==> src/hdl/sse_pkg.sv <==
`timescale 1ns / 1ps

package sse_pkg;

    localparam int IN_TDATA_W  = 24;
    localparam int OUT_TDATA_W = 24;
    localparam int USIZE_W     = 9;
    localparam int COUNT_W     = 9;
    localparam int ELEM_W      = 8;
    localparam int UNIVERSE_RESET = 256;

    typedef enum logic [2:0] {
        OP_INSERT = 3'd0,
        OP_REMOVE = 3'd1,
        OP_TEST   = 3'd2,
        OP_CLEAR  = 3'd3,
        OP_READ   = 3'd4
    } op_t;

    typedef enum logic [2:0] {
        ST_IDLE = 3'b001,
        ST_READ = 3'b010,
        ST_EXEC = 3'b100
    } state_t;

    // commands from the controller to the datapath
    typedef struct packed {
        logic load;    // take an input beat, read back index
        logic fetch;   // read dense entry and last member
        logic commit;  // update arrays and count, load result
    } cmd_t;

    typedef struct packed {
        logic out_free;
    } status_t;

endpackage

==> src/hdl/sse_ctrl.sv <==
`timescale 1ns / 1ps

module sse_ctrl
(
    input  logic             clk,
    input  logic             rst_n,
    input  logic             s_tvalid,
    output logic             s_tready,
    input  sse_pkg::status_t status,
    output sse_pkg::cmd_t    cmd
);

    sse_pkg::state_t state_reg;
    sse_pkg::state_t state_next;

    always_comb
    begin
        state_next = state_reg;
        s_tready   = 1'b0;
        cmd        = '0;
        case (state_reg)
            sse_pkg::ST_IDLE:
            begin
                s_tready = 1'b1;
                if (s_tvalid)
                begin
                    cmd.load   = 1'b1;
                    state_next = sse_pkg::ST_READ;
                end
            end
            sse_pkg::ST_READ:
            begin
                cmd.fetch  = 1'b1;
                state_next = sse_pkg::ST_EXEC;
            end
            sse_pkg::ST_EXEC:
            begin
                // hold here until the result slot frees up
                if (status.out_free)
                begin
                    cmd.commit = 1'b1;
                    state_next = sse_pkg::ST_IDLE;
                end
            end
            default:
            begin
                state_next = sse_pkg::ST_IDLE;
            end
        endcase
    end

    always_ff @(posedge clk or negedge rst_n)
    begin
        if (!rst_n)
        begin
            state_reg <= sse_pkg::ST_IDLE;
        end
        else
        begin
            state_reg <= state_next;
        end
    end

endmodule

==> config.mk <==
export PLATFORM = sky130hd
export DESIGN_NAME = sse_ctrl
export DESIGN_NICKNAME = d
export VERILOG_FILES = /design/src/hdl/sse_pkg.sv /design/src/hdl/sse_ctrl.sv
export SDC_FILE = /design/constraint.sdc
export NUM_CORES = 1
export LEC_CHECK = 0
export BUFFER_PORTS_ARGS = -buffer_cell sky130_fd_sc_hd__buf_2
export CORE_AREA = 2 2 39 41
export CTS_BUF_LIST = sky130_fd_sc_hd__clkbuf_4
export CTS_CLUSTER_SIZE = 8
export DETAILED_ROUTE_END_ITERATION = 7
export DIE_AREA = 0 0 41 43
export SYNTH_ARGS = -nofsm -noshare
export SYNTH_HDL_FRONTEND = slang
export SYNTH_SLANG_ARGS = --single-unit
==> constraint.sdc <==
create_clock -name clk -period 2.44 [get_ports clk]
set_input_delay 0.244 -clock clk [delete_from_list [all_inputs] [get_ports clk]]
set_output_delay 0.244 -clock clk [all_outputs]
set_load 0.02 [all_outputs]
* Word level (Yosys, flattened, before mapping)
Cells that the tools add are included.
** Storage, ports and cells
- Register bits :: 3
- Latch bits :: 0
- Memory bits (read-only) :: 0
- Logic and storage cells :: 16
- Memories :: 0
- RAM bits :: 0
- Bits of input ports :: 4
- Output and inout bits :: 4
** Cells by class
- Eq/ne operators :: 5
- Bitwise logic cells :: 0
- Reduce and logical (&&, ||, !) cells :: 1
- Multiplexer cells :: 9
- Order comparisons :: 0
- Multipliers :: 0
- Add/subtract/negate cells :: 0
- Shift-type cells :: 0
- Div/mod/pow operators :: 0
** Operator list (number)
- 3-bit case mux with 3 select lines :: 1
- 1-bit two-way mux :: 6
- 3-bit two-way mux :: 2
- 2-bit != test (second input constant) :: 2
- 3-bit by 1-bit == test with 1-bit output (second input constant) :: 1
- 3-bit by 2-bit == test with 1-bit output (second input constant) :: 1
- 3-bit == test (second input constant) :: 1
- 2-bit AND reduction :: 1

* Longest topological paths before layout
- Depth after elaboration :: 3
- Mapped depth :: 2
- Gate-level depth less buffers :: 2

* Worst setup path after synthesis
OpenSTA, ideal clock, no wires.
- Path kind :: flip-flop to output port
- Start point :: register state_reg[0]
- End point :: output s_tready
- Required time :: 2196 ps
- Cell stages (with the launch flop) :: 2
- Buffers on the path :: 0
- Arrival :: 1081 ps
- Slack :: 1115 ps
- Path through :: dfstp_2 -> nor3b_1
** On the way
- Word-level cells in the longest chain between the ends :: 2
** RTL lines
- start, declared :: line sse_ctrl.sv:13 : sse_pkg::state_t state_reg;
- start signal, assigned :: line sse_ctrl.sv:56 : state_reg <= sse_pkg::ST_IDLE;
- start signal, assigned :: line sse_ctrl.sv:60 : state_reg <= state_next;
- 3-bit by 1-bit == test with 1-bit output :: line sse_ctrl.sv:21 : case (state_reg)
- 1-bit two-way mux :: line sse_ctrl.sv:21
- end, declared :: line sse_ctrl.sv:8 : output logic s_tready,
Every way passes these cells.

==> flow_metrics.env <==
export IMPL_tightest_slew_ps=332
export IMPL_place_congestion=0.749
export IMPL_ys_seq_area_frac=0.473
export IMPL_cts_root_buf="clkbuf_4"
export IMPL_pwr_share_clk=0.330
export IMPL_setup_viol=0
export IMPL_clock_latency_ps=230
export IMPL_synth_top_cell_by_area="dfrtp_1"
export IMPL_grt_usage=0.0563
export IMPL_endpoint_kind="output port"
export IMPL_hold_class="input port to asynchronous set/reset pin"
export IMPL_slew_headroom=0.775
export IMPL_p_per_area_mw_per_mm2=1200
export IMPL_drv_cap=0
export IMPL_comb_power_share=0.337
export IMPL_num_vias=135
export IMPL_wl_per_cell_um=10.2
export IMPL_gr_total_overflow=0
export IMPL_fin_crit_ps=1470
export IMPL_wl_um=396
export IMPL_post_route_period_util=0.601
export IMPL_worstPathArrival_ps=1220
export IMPL_die_height_um=43
export IMPL_grt_util_met1=0.0710
export IMPL_grt_pass1_vias=143
export IMPL_slew_viol_final=0
export IMPL_p_int_w=0.000196
export IMPL_layout_nets=28
export IMPL_cts_buffers=3
export IMPL_yosysTopAreaCellShare=0.310
export IMPL_drtPass1Iterations=2
export IMPL_rsz0062_at_grt="false"
export IMPL_synthTopCellsByArea="dfrtp_1 (31%), and4bb_2 (23%), dfstp_2 (16%)"
export IMPL_use_met3=0.0314
export IMPL_cts_clk_slew_worst_paths_ps=40
export IMPL_cts_setup_buffers=0
export IMPL_rows=14
export IMPL_io_buffers=7
export IMPL_crit_path_start_kind="register"
export IMPL_cts_tree="built"
export IMPL_skew_ps=3.83
export IMPL_synth_net_count=16
export IMPL_io_pins=8
export IMPL_syn_area_um2=161
export IMPL_drc=0
export IMPL_fin_tns_setup_ps=0
export IMPL_ys_types=9
export IMPL_initial_core_util=0.117
export IMPL_synthToLayoutAreaGrowth_pct=54.3
export IMPL_syn_inst=12
export IMPL_antenna_found_initial=0
export IMPL_dp_slack_ps=1230
export IMPL_largest_register_ffs=3
export IMPL_final_common_cell="buf_2"
export IMPL_drt_iter0_markers=1
export IMPL_h_tree_depth=1
export IMPL_critPathKind="register to output port"
export IMPL_ir_drop_mv=0.386
export IMPL_grt_use_met2=0.0500
export IMPL_clock_sinks=3
export IMPL_fin_ws_ps=974
export IMPL_syn_avg_cell_area_um2=13.5
export IMPL_clk_path_buf_depth=2
export IMPL_fmax_ghz=0.682
export IMPL_outcome="completed"
export IMPL_fp_dieW_um=41
export IMPL_power_switching_w=0.000102
export IMPL_final_cell_mix="buf_2 (7), clkbuf_4 (4), and4bb_2 (3)"
export IMPL_p_leak_nw=0.114
export IMPL_routed_via_density=3.46
export IMPL_grt_max_degree=7
export IMPL_ys_ff_latch=3
export IMPL_layout_drive_gt1_share=0.696
export IMPL_grt_pass1_wl_um=565
export IMPL_hold_viol=0
export IMPL_worstPathRequired_ps=2200
export IMPL_p_seq_frac=0.333
export IMPL_cp_max_fo=6
export IMPL_swShare=0.343
export IMPL_busiest_layer="met4"
export IMPL_core_area_mm2=0.00138
export IMPL_ant_nets=0
export IMPL_dieArea_mm2=0.00176
export IMPL_antenna_cells=0
export IMPL_yosysWarnings=0
## synthesized netlist by cell type, drive strengths merged
cell type	count
and4bb	3
dfrtp	2
nor3b	2
buf	1
dfstp	1
nor3	1
nor4b	1
or2	1
## cells by family after synthesis
kind of cell  count (synthesis)  synth area share
simple gates                  8             0.481
flops                         3             0.473
buf+inv                       1            0.0465
## cell type report
| cell class | count | area (um2) |
|---|---|---|
| clock buffer | 4 | 30.0 |
| tap | 16 | 20.0 |
| multi-input combinational | 8 | 77.6 |
| timing repair buffer | 8 | 45.0 |
| fill | 157 | 1130 |
| sequential | 3 | 76.3 |
## power by group through the flow
stage / combinational (W) / sequential [W] / clock (W)
5_1_grt: 0.000108 / 0.000103 / 0.000109
6_report: 0.000101 / 0.0000993 / 0.0000985
3_3_place_gp: 0.0000990 / 0.0000972 / 0
4_1_cts: 0.000101 / 0.0000991 / 0.000106
3_5_place_dp: 0.0000995 / 0.0000997 / 0
2_1_floorplan: 0.0000783 / 0.0000913 / 0
## timing repair
action,CTS,global route
hold buffers,1,0
endpoints found under the setup margin,0,0
gates resized for setup,0,0
endpoints found under the hold margin,3,0
## worst max-delay path: stages (launching register included)
cell and delay (ps):
dfstp_2 570, and4bb_2 250, buf_2 170
## path summary, 6_finish.rpt
path | from | end | slack (ps) | depth (start not counted)
max | state_reg[0]$_DFFE_PN1P_ | cmd[2] | 970 | 2
min | rst_n | state_reg[1]$_DFFE_PN0P_ | 330 | 2
max reg2reg | state_reg[1]$_DFFE_PN0P_ | state_reg[2]$_DFFE_PN0P_ | 1450 | 2
min reg2reg | state_reg[0]$_DFFE_PN1P_ | state_reg[1]$_DFFE_PN0P_ | 650 | 1
max in group asynchronous | rst_n | state_reg[0]$_DFFE_PN1P_ | 1910 | 2
min in group clk | s_tvalid | state_reg[1]$_DFFE_PN0P_ | 340 | 2
## per-stage QoR
| step | total power [W] | std cells | util | hold WS, ps | cell area [um2] |
|---|---|---|---|---|---|
| after floorplan | 0.000170 | 12 | - | -51.6 | 161 |
| after global placement | 0.000196 | 34 | 0.151 | 42.8 | 209 |
| after detailed placement | 0.000199 | 34 | 0.151 | 44.6 | 209 |
| after CTS | 0.000306 | 39 | 0.180 | 318 | 249 |
| after global routing | 0.000320 | 39 | 0.180 | 323 | 249 |
| final | 0.000298 | 39 | 0.180 | 332 | 249 |
## routing by layer
layer	share of wire	wire length, um	up-vias
met1	0.51	202	58
met3	0.14	56	2
met2	0.33	132	8
met5	0	0	-
li1	-	-	67
met4	0.015	6	0
Note: power is estimated with default switching activity, not from simulation.
